--- src/sv/jhsv_pkg.sv ---
// Shared types, constants, microcode program and helper functions of the stick color controller.
package jhsv_pkg;

	localparam int MUL_AW = 21;
	localparam int MUL_BW = 21;
	localparam int MUL_PW = MUL_AW + MUL_BW;
	localparam int STEP_W = 5;
	localparam int CFG_IDX_W = 3;
	localparam int CFG_DATA_W = 16;

	localparam logic [14:0] HUE_FULL = 15'd23040;
	localparam logic [11:0] SECTOR_SPAN = 12'd3840;
	localparam logic [19:0] RECIP15 = 20'd559241;
	localparam logic [8:0] HUE_SPEED_MAX = 9'd360;

	typedef enum logic [CFG_IDX_W-1:0] {
		REG_HUE_SPEED,
		REG_VALUE_SPEED,
		REG_DEAD_ZONE,
		REG_SMOOTHING,
		REG_VALUE_FLOOR,
		REG_SATURATION,
		REG_OUTER_SCALE
	} cfg_reg_t;

	typedef struct packed {
		logic [8:0]  hue_speed;
		logic [15:0] value_speed;
		logic [14:0] dead_zone;
		logic [15:0] smoothing;
		logic [15:0] value_floor;
		logic [15:0] saturation;
		logic [15:0] outer_scale;
	} cfg_t;

	typedef enum logic [3:0] {
		A_NONE, A_X, A_NY, A_HDIFF, A_VDIFF, A_HRATE, A_BRATE, A_BRI,
		A_C, A_Z, A_QR, A_QG, A_QB, A_IR, A_IG, A_IB
	} opa_t;

	typedef enum logic [3:0] {
		B_NONE, B_HS, B_VSPD, B_SMOOTH, B_FT, B_SAT, B_T, B_RECIP, B_MAXC, B_OSC
	} opb_t;

	typedef enum logic [3:0] {
		W_NONE, W_HTGT, W_VTGT, W_HRATE, W_BRATE, W_HUE, W_BRI, W_C,
		W_Z, W_XC, W_IR, W_IG, W_IB, W_OR, W_OG, W_OB
	} wb_t;

	typedef enum logic [1:0] {
		SQ_NEXT, SQ_WAIT_IN, SQ_FINISH
	} seq_t;

	typedef struct packed {
		opa_t op_a;
		opb_t op_b;
		wb_t  wb;
		seq_t seq;
	} ucode_t;

	typedef struct packed {
		ucode_t uc;
		logic   in_ready;
		logic   load_in;
		logic   load_out;
	} seq_ctrl_t;

	function automatic ucode_t uw(opa_t a, opb_t b, wb_t w, seq_t q);
		ucode_t u;
		u.op_a = a;
		u.op_b = b;
		u.wb = w;
		u.seq = q;
		return u;
	endfunction

	// Each step issues at most one product and may write back the product of the step before.
	function automatic ucode_t ucode_rom(logic [STEP_W-1:0] s);
		ucode_t u;
		case (s)
			5'd0:  u = uw(A_NONE,  B_NONE,   W_NONE,  SQ_WAIT_IN);
			5'd1:  u = uw(A_X,     B_HS,     W_NONE,  SQ_NEXT);
			5'd2:  u = uw(A_NY,    B_VSPD,   W_HTGT,  SQ_NEXT);
			5'd3:  u = uw(A_HDIFF, B_SMOOTH, W_VTGT,  SQ_NEXT);
			5'd4:  u = uw(A_VDIFF, B_SMOOTH, W_HRATE, SQ_NEXT);
			5'd5:  u = uw(A_HRATE, B_FT,     W_BRATE, SQ_NEXT);
			5'd6:  u = uw(A_BRATE, B_FT,     W_HUE,   SQ_NEXT);
			5'd7:  u = uw(A_NONE,  B_NONE,   W_BRI,   SQ_NEXT);
			5'd8:  u = uw(A_BRI,   B_SAT,    W_NONE,  SQ_NEXT);
			5'd9:  u = uw(A_NONE,  B_NONE,   W_C,     SQ_NEXT);
			5'd10: u = uw(A_C,     B_T,      W_NONE,  SQ_NEXT);
			5'd11: u = uw(A_NONE,  B_NONE,   W_Z,     SQ_NEXT);
			5'd12: u = uw(A_Z,     B_RECIP,  W_NONE,  SQ_NEXT);
			5'd13: u = uw(A_NONE,  B_NONE,   W_XC,    SQ_NEXT);
			5'd14: u = uw(A_QR,    B_MAXC,   W_NONE,  SQ_NEXT);
			5'd15: u = uw(A_QG,    B_MAXC,   W_IR,    SQ_NEXT);
			5'd16: u = uw(A_QB,    B_MAXC,   W_IG,    SQ_NEXT);
			5'd17: u = uw(A_IR,    B_OSC,    W_IB,    SQ_NEXT);
			5'd18: u = uw(A_IG,    B_OSC,    W_OR,    SQ_NEXT);
			5'd19: u = uw(A_IB,    B_OSC,    W_OG,    SQ_NEXT);
			5'd20: u = uw(A_NONE,  B_NONE,   W_OB,    SQ_NEXT);
			5'd21: u = uw(A_NONE,  B_NONE,   W_NONE,  SQ_FINISH);
			default: u = uw(A_NONE, B_NONE,  W_NONE,  SQ_FINISH);
		endcase
		return u;
	endfunction

	function automatic logic [2:0] hue_sector(logic [14:0] h);
		logic [2:0] s;
		if (h < 15'd3840) begin
			s = 3'd0;
		end else if (h < 15'd7680) begin
			s = 3'd1;
		end else if (h < 15'd11520) begin
			s = 3'd2;
		end else if (h < 15'd15360) begin
			s = 3'd3;
		end else if (h < 15'd19200) begin
			s = 3'd4;
		end else begin
			s = 3'd5;
		end
		return s;
	endfunction

	function automatic logic [14:0] sector_base(logic [2:0] s);
		logic [14:0] b;
		case (s)
			3'd0: b = 15'd0;
			3'd1: b = 15'd3840;
			3'd2: b = 15'd7680;
			3'd3: b = 15'd11520;
			3'd4: b = 15'd15360;
			default: b = 15'd19200;
		endcase
		return b;
	endfunction

	// Floor division by 65535 of a value below 2^32 - 2^16, so that the quotient fits in 16 bits.
	function automatic logic [15:0] div65535(logic [31:0] y);
		logic [16:0] qe;
		logic [16:0] r1;
		logic [16:0] q;
		qe = {1'b0, y[31:16]};
		r1 = {1'b0, y[15:0]} + qe;
		if (r1 >= 17'd131070) begin
			q = qe + 17'd2;
		end else if (r1 >= 17'd65535) begin
			q = qe + 17'd1;
		end else begin
			q = qe;
		end
		return q[15:0];
	endfunction

endpackage

--- src/sv/jhsv_useq.sv ---
// Microcode sequencer: step counter, program table and wait conditions.
module jhsv_useq
	import jhsv_pkg::*;
(
	input  logic      clk,
	input  logic      arst_n,
	input  logic      in_valid,
	input  logic      out_free,
	output seq_ctrl_t ctrl
);

	logic [STEP_W-1:0] step_q;
	logic [STEP_W-1:0] step_next;
	ucode_t uc;

	assign uc = ucode_rom(step_q);

	always_comb begin
		ctrl.uc = uc;
		ctrl.in_ready = (uc.seq == SQ_WAIT_IN);
		ctrl.load_in = (uc.seq == SQ_WAIT_IN) && in_valid;
		ctrl.load_out = (uc.seq == SQ_FINISH) && out_free;
	end

	always_comb begin
		case (uc.seq)
			SQ_NEXT: begin
				step_next = step_q + STEP_W'(1);
			end
			SQ_WAIT_IN: begin
				step_next = in_valid ? step_q + STEP_W'(1) : step_q;
			end
			SQ_FINISH: begin
				step_next = out_free ? '0 : step_q;
			end
			default: begin
				step_next = '0;
			end
		endcase
	end

	always_ff @(posedge clk or negedge arst_n) begin
		if (!arst_n) begin
			step_q <= '0;
		end else begin
			step_q <= step_next;
		end
	end

endmodule

--- src/sv/jhsv_dpath.sv ---
// Datapath: kept state, operand selection, shared multiplier and write-back logic.
module jhsv_dpath
	import jhsv_pkg::*;
#(
	parameter int COLOR_BITS = 8
) (
	input  logic                    clk,
	input  logic                    arst_n,
	input  seq_ctrl_t               ctrl,
	input  cfg_t                    cfg,
	input  logic signed [15:0]      stick_x,
	input  logic signed [15:0]      stick_y,
	input  logic [15:0]             frame_time,
	output logic [COLOR_BITS-1:0]   res_ir,
	output logic [COLOR_BITS-1:0]   res_ig,
	output logic [COLOR_BITS-1:0]   res_ib,
	output logic [COLOR_BITS-1:0]   res_or,
	output logic [COLOR_BITS-1:0]   res_og,
	output logic [COLOR_BITS-1:0]   res_ob
);

	localparam logic [MUL_BW-1:0] MaxC = MUL_BW'((1 << COLOR_BITS) - 1);

	logic signed [16:0] x_q, ny_q;
	logic [15:0] ft_q;
	logic [14:0] hue_q;
	logic [15:0] bri_q;
	logic signed [15:0] hrate_q, htgt_q;
	logic signed [17:0] brate_q, vtgt_q;
	logic [15:0] c_q, m_q, xc_q;
	logic [19:0] z_q;
	logic [COLOR_BITS-1:0] ir_q, ig_q, ib_q, or_q, og_q, ob_q;
	logic signed [MUL_PW-1:0] p_q;

	logic signed [16:0] sx, sy, ax, ay, x_dz, y_dz;
	logic signed [16:0] hdiff;
	logic signed [18:0] vdiff;
	logic [8:0] hs_lim;
	logic [2:0] sector;
	logic [14:0] f_hue;
	logic [11:0] t_val;
	logic [15:0] ch_r, ch_g, ch_b;
	logic [16:0] qr, qg, qb;
	logic signed [MUL_AW-1:0] opa;
	logic signed [MUL_BW-1:0] opb;
	logic signed [MUL_PW-1:0] prod;
	logic signed [MUL_PW-1:0] rs9, rs15, rs16;
	logic signed [17:0] hsum;
	logic [14:0] hue_new;
	logic signed [19:0] bsum;
	logic [15:0] bri_new;

	always_comb begin
		sx = 17'(stick_x);
		sy = 17'(stick_y);
		ax = (sx < 0) ? -sx : sx;
		ay = (sy < 0) ? -sy : sy;
		x_dz = ($unsigned(ax) < 17'(cfg.dead_zone)) ? 17'sd0 : sx;
		y_dz = ($unsigned(ay) < 17'(cfg.dead_zone)) ? 17'sd0 : sy;
	end

	always_comb begin
		hdiff = 17'(htgt_q) - 17'(hrate_q);
		vdiff = 19'(vtgt_q) - 19'(brate_q);
		hs_lim = (cfg.hue_speed > HUE_SPEED_MAX) ? HUE_SPEED_MAX : cfg.hue_speed;
		sector = hue_sector(hue_q);
		f_hue = hue_q - sector_base(sector);
		t_val = sector[0] ? SECTOR_SPAN - f_hue[11:0] : f_hue[11:0];
	end

	always_comb begin
		case (sector)
			3'd0: begin ch_r = c_q;   ch_g = xc_q;  ch_b = 16'd0; end
			3'd1: begin ch_r = xc_q;  ch_g = c_q;   ch_b = 16'd0; end
			3'd2: begin ch_r = 16'd0; ch_g = c_q;   ch_b = xc_q;  end
			3'd3: begin ch_r = 16'd0; ch_g = xc_q;  ch_b = c_q;   end
			3'd4: begin ch_r = xc_q;  ch_g = 16'd0; ch_b = c_q;   end
			default: begin ch_r = c_q; ch_g = 16'd0; ch_b = xc_q; end
		endcase
		qr = {1'b0, ch_r} + {1'b0, m_q};
		qg = {1'b0, ch_g} + {1'b0, m_q};
		qb = {1'b0, ch_b} + {1'b0, m_q};
	end

	always_comb begin
		case (ctrl.uc.op_a)
			A_X:     opa = MUL_AW'(x_q);
			A_NY:    opa = MUL_AW'(ny_q);
			A_HDIFF: opa = MUL_AW'(hdiff);
			A_VDIFF: opa = MUL_AW'(vdiff);
			A_HRATE: opa = MUL_AW'(hrate_q);
			A_BRATE: opa = MUL_AW'(brate_q);
			A_BRI:   opa = MUL_AW'(bri_q);
			A_C:     opa = MUL_AW'(c_q);
			A_Z:     opa = MUL_AW'(z_q);
			A_QR:    opa = MUL_AW'(qr[15:0]);
			A_QG:    opa = MUL_AW'(qg[15:0]);
			A_QB:    opa = MUL_AW'(qb[15:0]);
			A_IR:    opa = MUL_AW'(ir_q);
			A_IG:    opa = MUL_AW'(ig_q);
			A_IB:    opa = MUL_AW'(ib_q);
			default: opa = '0;
		endcase
	end

	always_comb begin
		case (ctrl.uc.op_b)
			B_HS:     opb = MUL_BW'(hs_lim);
			B_VSPD:   opb = MUL_BW'(cfg.value_speed);
			B_SMOOTH: opb = MUL_BW'(cfg.smoothing);
			B_FT:     opb = MUL_BW'(ft_q);
			B_SAT:    opb = MUL_BW'(cfg.saturation);
			B_T:      opb = MUL_BW'(t_val);
			B_RECIP:  opb = MUL_BW'(RECIP15);
			B_MAXC:   opb = MaxC;
			B_OSC:    opb = MUL_BW'(cfg.outer_scale);
			default:  opb = '0;
		endcase
	end

	assign prod = opa * opb;

	always_comb begin
		rs9 = (p_q + $signed(MUL_PW'(256))) >>> 9;
		rs15 = (p_q + $signed(MUL_PW'(16384))) >>> 15;
		rs16 = (p_q + $signed(MUL_PW'(32768))) >>> 16;
		hsum = $signed({3'b000, hue_q}) + $signed(rs16[17:0]);
		if (hsum >= $signed({3'b000, HUE_FULL})) begin
			hue_new = 15'(hsum - $signed({3'b000, HUE_FULL}));
		end else if (hsum < 0) begin
			hue_new = 15'(hsum + $signed({3'b000, HUE_FULL}));
		end else begin
			hue_new = hsum[14:0];
		end
		bsum = $signed({4'b0000, bri_q}) + $signed(rs16[19:0]);
		if (bsum < $signed({4'b0000, cfg.value_floor})) begin
			bri_new = cfg.value_floor;
		end else if (bsum > $signed(20'd65535)) begin
			bri_new = 16'hFFFF;
		end else begin
			bri_new = bsum[15:0];
		end
	end

	always_ff @(posedge clk or negedge arst_n) begin
		if (!arst_n) begin
			hue_q <= 15'd7680;
			bri_q <= 16'd58982;
			hrate_q <= '0;
			brate_q <= '0;
		end else begin
			case (ctrl.uc.wb)
				W_HRATE: hrate_q <= hrate_q + rs16[15:0];
				W_BRATE: brate_q <= brate_q + rs16[17:0];
				W_HUE:   hue_q <= hue_new;
				W_BRI:   bri_q <= bri_new;
				default: begin
				end
			endcase
		end
	end

	always_ff @(posedge clk) begin
		if (ctrl.load_in) begin
			x_q <= x_dz;
			ny_q <= -y_dz;
			ft_q <= frame_time;
		end
		if (ctrl.uc.op_a != A_NONE) begin
			p_q <= prod;
		end
		case (ctrl.uc.wb)
			W_HTGT: htgt_q <= rs9[15:0];
			W_VTGT: vtgt_q <= rs15[17:0];
			W_C: begin
				c_q <= rs16[15:0];
				m_q <= bri_q - rs16[15:0];
			end
			W_Z:  z_q <= 20'((p_q + $signed(MUL_PW'(1920))) >>> 8);
			W_XC: xc_q <= 16'(p_q >>> 23);
			W_IR: ir_q <= COLOR_BITS'(div65535(32'(p_q + $signed(MUL_PW'(32767)))));
			W_IG: ig_q <= COLOR_BITS'(div65535(32'(p_q + $signed(MUL_PW'(32767)))));
			W_IB: ib_q <= COLOR_BITS'(div65535(32'(p_q + $signed(MUL_PW'(32767)))));
			W_OR: or_q <= COLOR_BITS'(rs16);
			W_OG: og_q <= COLOR_BITS'(rs16);
			W_OB: ob_q <= COLOR_BITS'(rs16);
			default: begin
			end
		endcase
	end

	assign res_ir = ir_q;
	assign res_ig = ig_q;
	assign res_ib = ib_q;
	assign res_or = or_q;
	assign res_og = og_q;
	assign res_ob = ob_q;

endmodule

--- src/sv/joystick_hsv_color_controller_core.sv ---
// Top level of the stick color controller: registers, output register and sequencer hookup.
//
//   Channel  Handshake              Beat contents
//   in       in_valid / in_ready    stick_x, stick_y, frame_time
//   out      out_valid / out_ready  inner_red/green/blue, outer_red/green/blue
//   cfg      cfg_valid / cfg_ready  cfg_index, cfg_data
//
// Each input beat runs the 22-step microcode program, which issues at most one product
// per step to the single shared 21 x 21 multiplier.
// The next input beat can first be taken in the cycle after the result enters the output register.
// A result waiting in the output register holds the sequencer at its last step.
// Reset restores the default registers, the hue and brightness state and zero rates.
module joystick_hsv_color_controller_core
	import jhsv_pkg::*;
#(
	parameter int COLOR_BITS = 8
) (
	input  logic                         clk,
	input  logic                         arst_n,
	input  logic                         in_valid,
	output logic                         in_ready,
	input  logic signed [15:0]           stick_x,
	input  logic signed [15:0]           stick_y,
	input  logic [15:0]                  frame_time,
	output logic                         out_valid,
	input  logic                         out_ready,
	output logic [COLOR_BITS-1:0]        inner_red,
	output logic [COLOR_BITS-1:0]        inner_green,
	output logic [COLOR_BITS-1:0]        inner_blue,
	output logic [COLOR_BITS-1:0]        outer_red,
	output logic [COLOR_BITS-1:0]        outer_green,
	output logic [COLOR_BITS-1:0]        outer_blue,
	input  logic                         cfg_valid,
	output logic                         cfg_ready,
	input  logic [CFG_IDX_W-1:0]         cfg_index,
	input  logic [CFG_DATA_W-1:0]        cfg_data
);

	cfg_t cfg_q;
	seq_ctrl_t ctrl;
	logic out_valid_q;
	logic out_free;
	logic [COLOR_BITS-1:0] res_ir, res_ig, res_ib, res_or, res_og, res_ob;
	logic [COLOR_BITS-1:0] ir_q, ig_q, ib_q, or_q, og_q, ob_q;

	assign cfg_ready = 1'b1;
	assign out_free = !out_valid_q || out_ready;

	always_ff @(posedge clk or negedge arst_n) begin
		if (!arst_n) begin
			cfg_q.hue_speed <= 9'd180;
			cfg_q.value_speed <= 16'd39322;
			cfg_q.dead_zone <= 15'd4915;
			cfg_q.smoothing <= 16'd16384;
			cfg_q.value_floor <= 16'd3277;
			cfg_q.saturation <= 16'd58982;
			cfg_q.outer_scale <= 16'd26214;
		end else if (cfg_valid) begin
			case (cfg_index)
				REG_HUE_SPEED:   cfg_q.hue_speed <= cfg_data[8:0];
				REG_VALUE_SPEED: cfg_q.value_speed <= cfg_data;
				REG_DEAD_ZONE:   cfg_q.dead_zone <= cfg_data[14:0];
				REG_SMOOTHING:   cfg_q.smoothing <= cfg_data;
				REG_VALUE_FLOOR: cfg_q.value_floor <= cfg_data;
				REG_SATURATION:  cfg_q.saturation <= cfg_data;
				REG_OUTER_SCALE: cfg_q.outer_scale <= cfg_data;
				default: begin
				end
			endcase
		end
	end

	jhsv_useq u_useq (
		.clk      (clk),
		.arst_n   (arst_n),
		.in_valid (in_valid),
		.out_free (out_free),
		.ctrl     (ctrl)
	);

	jhsv_dpath #(
		.COLOR_BITS (COLOR_BITS)
	) u_dpath (
		.clk        (clk),
		.arst_n     (arst_n),
		.ctrl       (ctrl),
		.cfg        (cfg_q),
		.stick_x    (stick_x),
		.stick_y    (stick_y),
		.frame_time (frame_time),
		.res_ir     (res_ir),
		.res_ig     (res_ig),
		.res_ib     (res_ib),
		.res_or     (res_or),
		.res_og     (res_og),
		.res_ob     (res_ob)
	);

	always_ff @(posedge clk or negedge arst_n) begin
		if (!arst_n) begin
			out_valid_q <= 1'b0;
		end else if (ctrl.load_out) begin
			out_valid_q <= 1'b1;
		end else if (out_ready) begin
			out_valid_q <= 1'b0;
		end
	end

	always_ff @(posedge clk) begin
		if (ctrl.load_out) begin
			ir_q <= res_ir;
			ig_q <= res_ig;
			ib_q <= res_ib;
			or_q <= res_or;
			og_q <= res_og;
			ob_q <= res_ob;
		end
	end

	assign in_ready = ctrl.in_ready;
	assign out_valid = out_valid_q;
	assign inner_red = ir_q;
	assign inner_green = ig_q;
	assign inner_blue = ib_q;
	assign outer_red = or_q;
	assign outer_green = og_q;
	assign outer_blue = ob_q;

	a_busy_after_accept: assert property (@(posedge clk) disable iff (!arst_n)
		in_valid && in_ready |=> !in_ready)
		else $error("input accepted twice without finishing a beat");

	a_load_into_free_slot: assert property (@(posedge clk) disable iff (!arst_n)
		ctrl.load_out |-> (!out_valid || out_ready))
		else $error("result loaded over an untaken output beat");

	a_no_accept_while_finishing: assert property (@(posedge clk) disable iff (!arst_n)
		ctrl.load_out |-> !ctrl.load_in)
		else $error("input accepted in the same step that a result is loaded");

endmodule
--- config.mk ---
export PLATFORM = sky130hd
export DESIGN_NAME = joystick_hsv_color_controller_core
export DESIGN_NICKNAME = d
export VERILOG_FILES = /design/src/sv/jhsv_pkg.sv /design/src/sv/jhsv_useq.sv /design/src/sv/jhsv_dpath.sv /design/src/sv/joystick_hsv_color_controller_core.sv
export SDC_FILE = /design/constraint.sdc
export NUM_CORES = 2
export LEC_CHECK = 0
export ABC_AREA = 1
export BUFFER_PORTS_ARGS = -buffer_cell sky130_fd_sc_hd__buf_2
export CAP_MARGIN = 30
export CORE_MARGIN = 2
export CORE_UTILIZATION = 28
export DETAILED_ROUTE_END_ITERATION = 8
export GPL_TIMING_DRIVEN = 0
export SLEW_MARGIN = 20
export SYNTH_ARGS = -nofsm -noshare
export SYNTH_HDL_FRONTEND = slang
export SYNTH_SLANG_ARGS = --single-unit
--- constraint.sdc ---
create_clock -name clk -period 10.4 [get_ports clk]
set_input_delay 0 -clock clk [delete_from_list [all_inputs] [get_ports clk]]
set_output_delay 0 -clock clk [all_outputs]
set_load 0.1 [all_outputs]
==> results.txt <==
- Die area: 167000 µm²
- The synthesized design contains around 460 register bits.
* Starting Density: about 28%
- Top cells by area in the synthesized netlist: sky130_fd_sc_hd__edfxtp_1, sky130_fd_sc_hd__fa_1, sky130_fd_sc_hd__nand2_1
* Finished layout cell area: 53800 µm²
* Routed via count: around 40000
* Count of endpoints failing hold in the final timing report: 0
- Setup slack on the critical path of the routed design comes to 0.355 ns.
* Fin. max-slew vios: 0
- Synthesized cell area: about 46000 µm²
- Final worst path period share: between 90% and 100%
- Global routing used roughly 2.7% of the available met3 tracks.
- STA classifies the critical path startpoint as a flip-flop.
- Number of levels the H-tree was split into: 2
- Depth of the most critical reg-to-reg path: 40
- The number of clock buffers added by TritonCTS is 53.
- In this run the clock root is driven by a sky130_fd_sc_hd__clkbuf_16.
* Worst slew slack as a fraction of its limit: 27.1%
- Clock period minus final worst setup slack: approximately 10 ns
* Share of the yosys chip area belonging to registers: between 20% and 30%
- The top cell type by area accounts for 18.7% of the synthesized area.
* Wire length of the first global-routing pass: roughly 250 mm
- Global routing consumed, on the met1 layer, 25.7% of the routing resources.
* Clk_skew: approximately 0.07 ns
- Height of the die: slightly above 400 µm
- TritonCTS clock tree: yes
- Of all nets on the critical path, the largest fanout is 10.
- Drt pass-1 iters: 6
* Gpl congestion: approximately 1
- In the routed design, unresolved DRC markers number 0.
- Max-cap violations in this run came to 0.
- Overall track demand over capacity in global routing: 19.9%
- Max stage delay cell, worst path: sky130_fd_sc_hd__fa_1
* Clock insertion delay at the later pin of the skew report: approximately 0.68 ns
- Among all flip-flop cells after synthesis, the most frequent one is sky130_fd_sc_hd__edfxtp_1.
- Detailed-route vias per instance: approximately 4.9
* Type of the worst setup path: flip-flop to flip-flop
- The detail route stage leaves a number of antenna-violating nets equal to 0.
- Sort of element at the end of the critical path: flip-flop
- Min-delay worst type: input port to flip-flop
- Share of async-settable or async-resettable flops after synthesis: a little under two fifths
- The first routing iteration left about 3400 violations.
- Yosys warnings: 0
- The floorplan step defined a core boundary enclosing 163000 µm².
- In this run the cell area measured after placement is 49500 µm².
- The clock drives ~460 sinks.
* Dpl cells: ~8000
- On the worst path, the slowest cell contributes a delay of 0.56 ns.
- Relative to the synthesized area, the layout overhead comes to 17.3%.
- After technology mapping, the gate count stands at between 5000 and 6000.
- Wire length per cell: between 20 and 25 µm
- Global route total overflow: 0
* Maximum number of pins on one net before global-route repair: 95
- Status: finished clean
- Along the worst hold path, the cell count comes to 2.
- Counting distinct cell types in the post-synthesis netlist gives between 70 and 80.
- For this run, the top clock speed supported by timing is around 100 MHz.
* Minimum setup slack after placement: -1.79 ns
* Vias in the first global route: about 40000
* Synthesized net count: 6463
* Count of standard-cell rows: between 100 and 150
- In this run the count of I/O pins placed on the die edge is around 120.
- Width of the die: just over 400 µm
* EDFF count, synth: 286
* Fill cell total of the finished layout: about 17000
* Total of endpoints with negative setup slack in the final report: 0
- In this run the most used layer during global routing was met2.
* Total routed wirelength: ~170 mm
* Average cell area after synthesis: around 8 µm²
- After legalization and detailed placement, the total HPWL measured around 140 mm.
- CTS clock-pin slew for the worst setup and hold paths: ~0.06 ns
- At the worst endpoint, the required time is approximately 11 ns.
* Final std cells w/o fill: between 8000 and 9000
* Most used cell, CP: sky130_fd_sc_hd__fa_1
- Met2 track demand over resource: between 30% and 40%
- The net count of the finished layout is 6812.
* Port Buffer Count: roughly 120
* Tightest Pin Transition: roughly 1.1 ns
- Bufs on Longest Clock Path: 3
- Critical Path AT: roughly 10 ns
- The initial antenna violation count was 8.
* Yosys top cell by area: sky130_fd_sc_hd__edfxtp_1
* Ratio of cells with drive above 1 in the final layout: approximately 12%
## path summary, 6_finish.rpt
path	startpoint	endpoint	slack [ns]
setup / recovery	u_dpath.hue_q[13]	u_dpath.p_q[38]	0.35
hold / removal	frame_time[2]	u_dpath.ft_q[2]	0.02
max in group asynchronous	arst_n	cfg_q[14]	8.92
setup reg to reg	u_dpath.hue_q[13]	u_dpath.p_q[38]	0.35
hold reg to reg	u_dpath.p_q[37]	u_dpath.xc_q[14]	0.42
min in group asynchronous	arst_n	u_dpath.bri_q[12]	0.61
## metal layers
layer  vias to the layer above  wire [µm]
met5                         -         22
met1                     19900      70200
met4                         4       9370
li1                      18900          -
met3                       330      11100
met2                      1480      78600
## through the flow
step	TNS, ns	hold WS (ns)	utilization [%]
finish	0	0.0228	33.1
global route	-0.120	0.0250	33.1
CTS	0	0.000547	32.4
detailed placement	-28.91	0.0487	30.5
global placement	-45.60	0.178	30.2
floorplan	0	-0.296	-
## worst max-delay path: cells and delay by family, from the launching register on
family	cells	cell delay (ns)
buffers and inverters	10	1.28
AO/OA/AOI/OAI	4	0.70
flip-flops	1	0.47
adder cells (fa/ha/maj)	10	4.80
AND/OR/NAND/NOR	15	2.10
XOR/XNOR	1	0.47
## what timing repair did
action | CTS | global route
hold buffers | 90 | 0
buffers inserted | 21 | 41
pin swaps | 15 | 64
endpoints found under the hold margin | 296 | 0
gates resized for setup | 88 | 180
cloned | 0 | 1
setup endpoints to repair | 27 | 22
## sequential cells by signal, indices dropped and copies added, names as in the netlist, 15 cells and up
register and cells:
cfg_q 104, u_dpath.brate_q 18, u_dpath.bri_q 16, u_dpath.c_q 16, u_dpath.ft_q 16, u_dpath.hrate_q 16
u_dpath.htgt_q 16, u_dpath.hue_q 15, u_dpath.m_q 16, u_dpath.ny_q 17, u_dpath.p_q 39, u_dpath.vtgt_q 18
u_dpath.x_q 16, u_dpath.xc_q 16, u_dpath.z_q 20
## layout by cell type (no fill, tap or decap), types with 15 or more instances in the layout
cell | synthesis | routed
sky130_fd_sc_hd__nand4_1 | 77 | 77
sky130_fd_sc_hd__edfxtp_1 | 286 | 286
sky130_fd_sc_hd__a22oi_1 | 16 | 15
sky130_fd_sc_hd__o21ai_0 | 352 | 339
sky130_fd_sc_hd__buf_6 | 7 | 21
sky130_fd_sc_hd__nor2_2 | 14 | 20
sky130_fd_sc_hd__nor3_1 | 49 | 44
sky130_fd_sc_hd__nand3_1 | 247 | 245
sky130_fd_sc_hd__nor2_4 | 15 | 30
sky130_fd_sc_hd__a31oi_1 | 19 | 16
sky130_fd_sc_hd__ha_1 | 340 | 317
sky130_fd_sc_hd__nand2_1 | 1225 | 1198
sky130_fd_sc_hd__a22o_1 | 20 | 20
sky130_fd_sc_hd__dfrtp_1 | 118 | 115
sky130_fd_sc_hd__dlygate4sd3_1 | 0 | 90
sky130_fd_sc_hd__nand3b_1 | 16 | 16
sky130_fd_sc_hd__fa_1 | 362 | 354
sky130_fd_sc_hd__nand2_2 | 20 | 39
sky130_fd_sc_hd__clkbuf_16 | 0 | 55
sky130_fd_sc_hd__clkbuf_1 | 51 | 49
sky130_fd_sc_hd__a21oi_1 | 263 | 247
sky130_fd_sc_hd__nor2_1 | 496 | 475
sky130_fd_sc_hd__buf_2 | 38 | 154
sky130_fd_sc_hd__o22ai_1 | 25 | 25
sky130_fd_sc_hd__nand3_2 | 18 | 17
sky130_fd_sc_hd__buf_4 | 23 | 85
sky130_fd_sc_hd__xor2_1 | 177 | 166
sky130_fd_sc_hd__dfstp_2 | 57 | 57
sky130_fd_sc_hd__inv_2 | 42 | 51
sky130_fd_sc_hd__nand2_4 | 13 | 19
sky130_fd_sc_hd__inv_1 | 1043 | 1030
sky130_fd_sc_hd__o21ai_1 | 20 | 22
sky130_fd_sc_hd__xnor2_1 | 48 | 44
sky130_fd_sc_hd__o31ai_1 | 16 | 15
## cell usage after synthesis, drive strengths merged (3+ instances only)
master / number
fa: 362
a21boi: 5
clkbuf: 53
o221ai: 14
o21ai: 378
clkinv: 4
a211oi: 18
dfstp: 57
nor3b: 3
a21oi: 264
dfrtp: 118
a21o: 15
and3: 3
xnor2: 48
nand3: 266
inv: 1088
o21a: 5
or2: 11
xor2: 178
nor3: 54
nand3b: 17
buf: 70
o31ai: 16
a31oi: 19
o2111ai: 5
nand4: 80
a22oi: 16
a22o: 20
a221oi: 13
nand2: 1258
o211ai: 10
edfxtp: 286
nor2: 525
nor4: 9
ha: 340
o22ai: 26
o21bai: 16
o311ai: 3
## cell type report
class | count | area [µm²] | share of cell area (%)
Clock inverter | 35 | 338 | 0.628
Buffer | 123 | 762 | 1.42
Tap cell | 2175 | 2720 | 5.06
Clock buffer | 63 | 1410 | 2.61
Antenna cell | 4 | 10.0 | 0.0186
Inverter | 1092 | 4130 | 7.67
Sequential cell | 461 | 13000 | 24.3
Timing Repair Buffer | 294 | 2350 | 4.37
Multi-Input combinational cell | 4013 | 29000 | 54.0
## cell families after synthesis
logic type,Yosys count,share of synthesized area (%)
XOR/XNOR,226,4.36
buffers and inverters,1215,10.4
AO/OA/AOI/OAI,853,10.7
AND/OR/NAND/NOR,2230,20.9
other,1,0.00818
multiplexers,1,0.0218
adder cells (fa/ha/maj),702,25.1
flip-flops,461,28.4
Power is not shown: default switching activity piles up to over one toggle a cycle in this logic, so the estimate is an artifact.
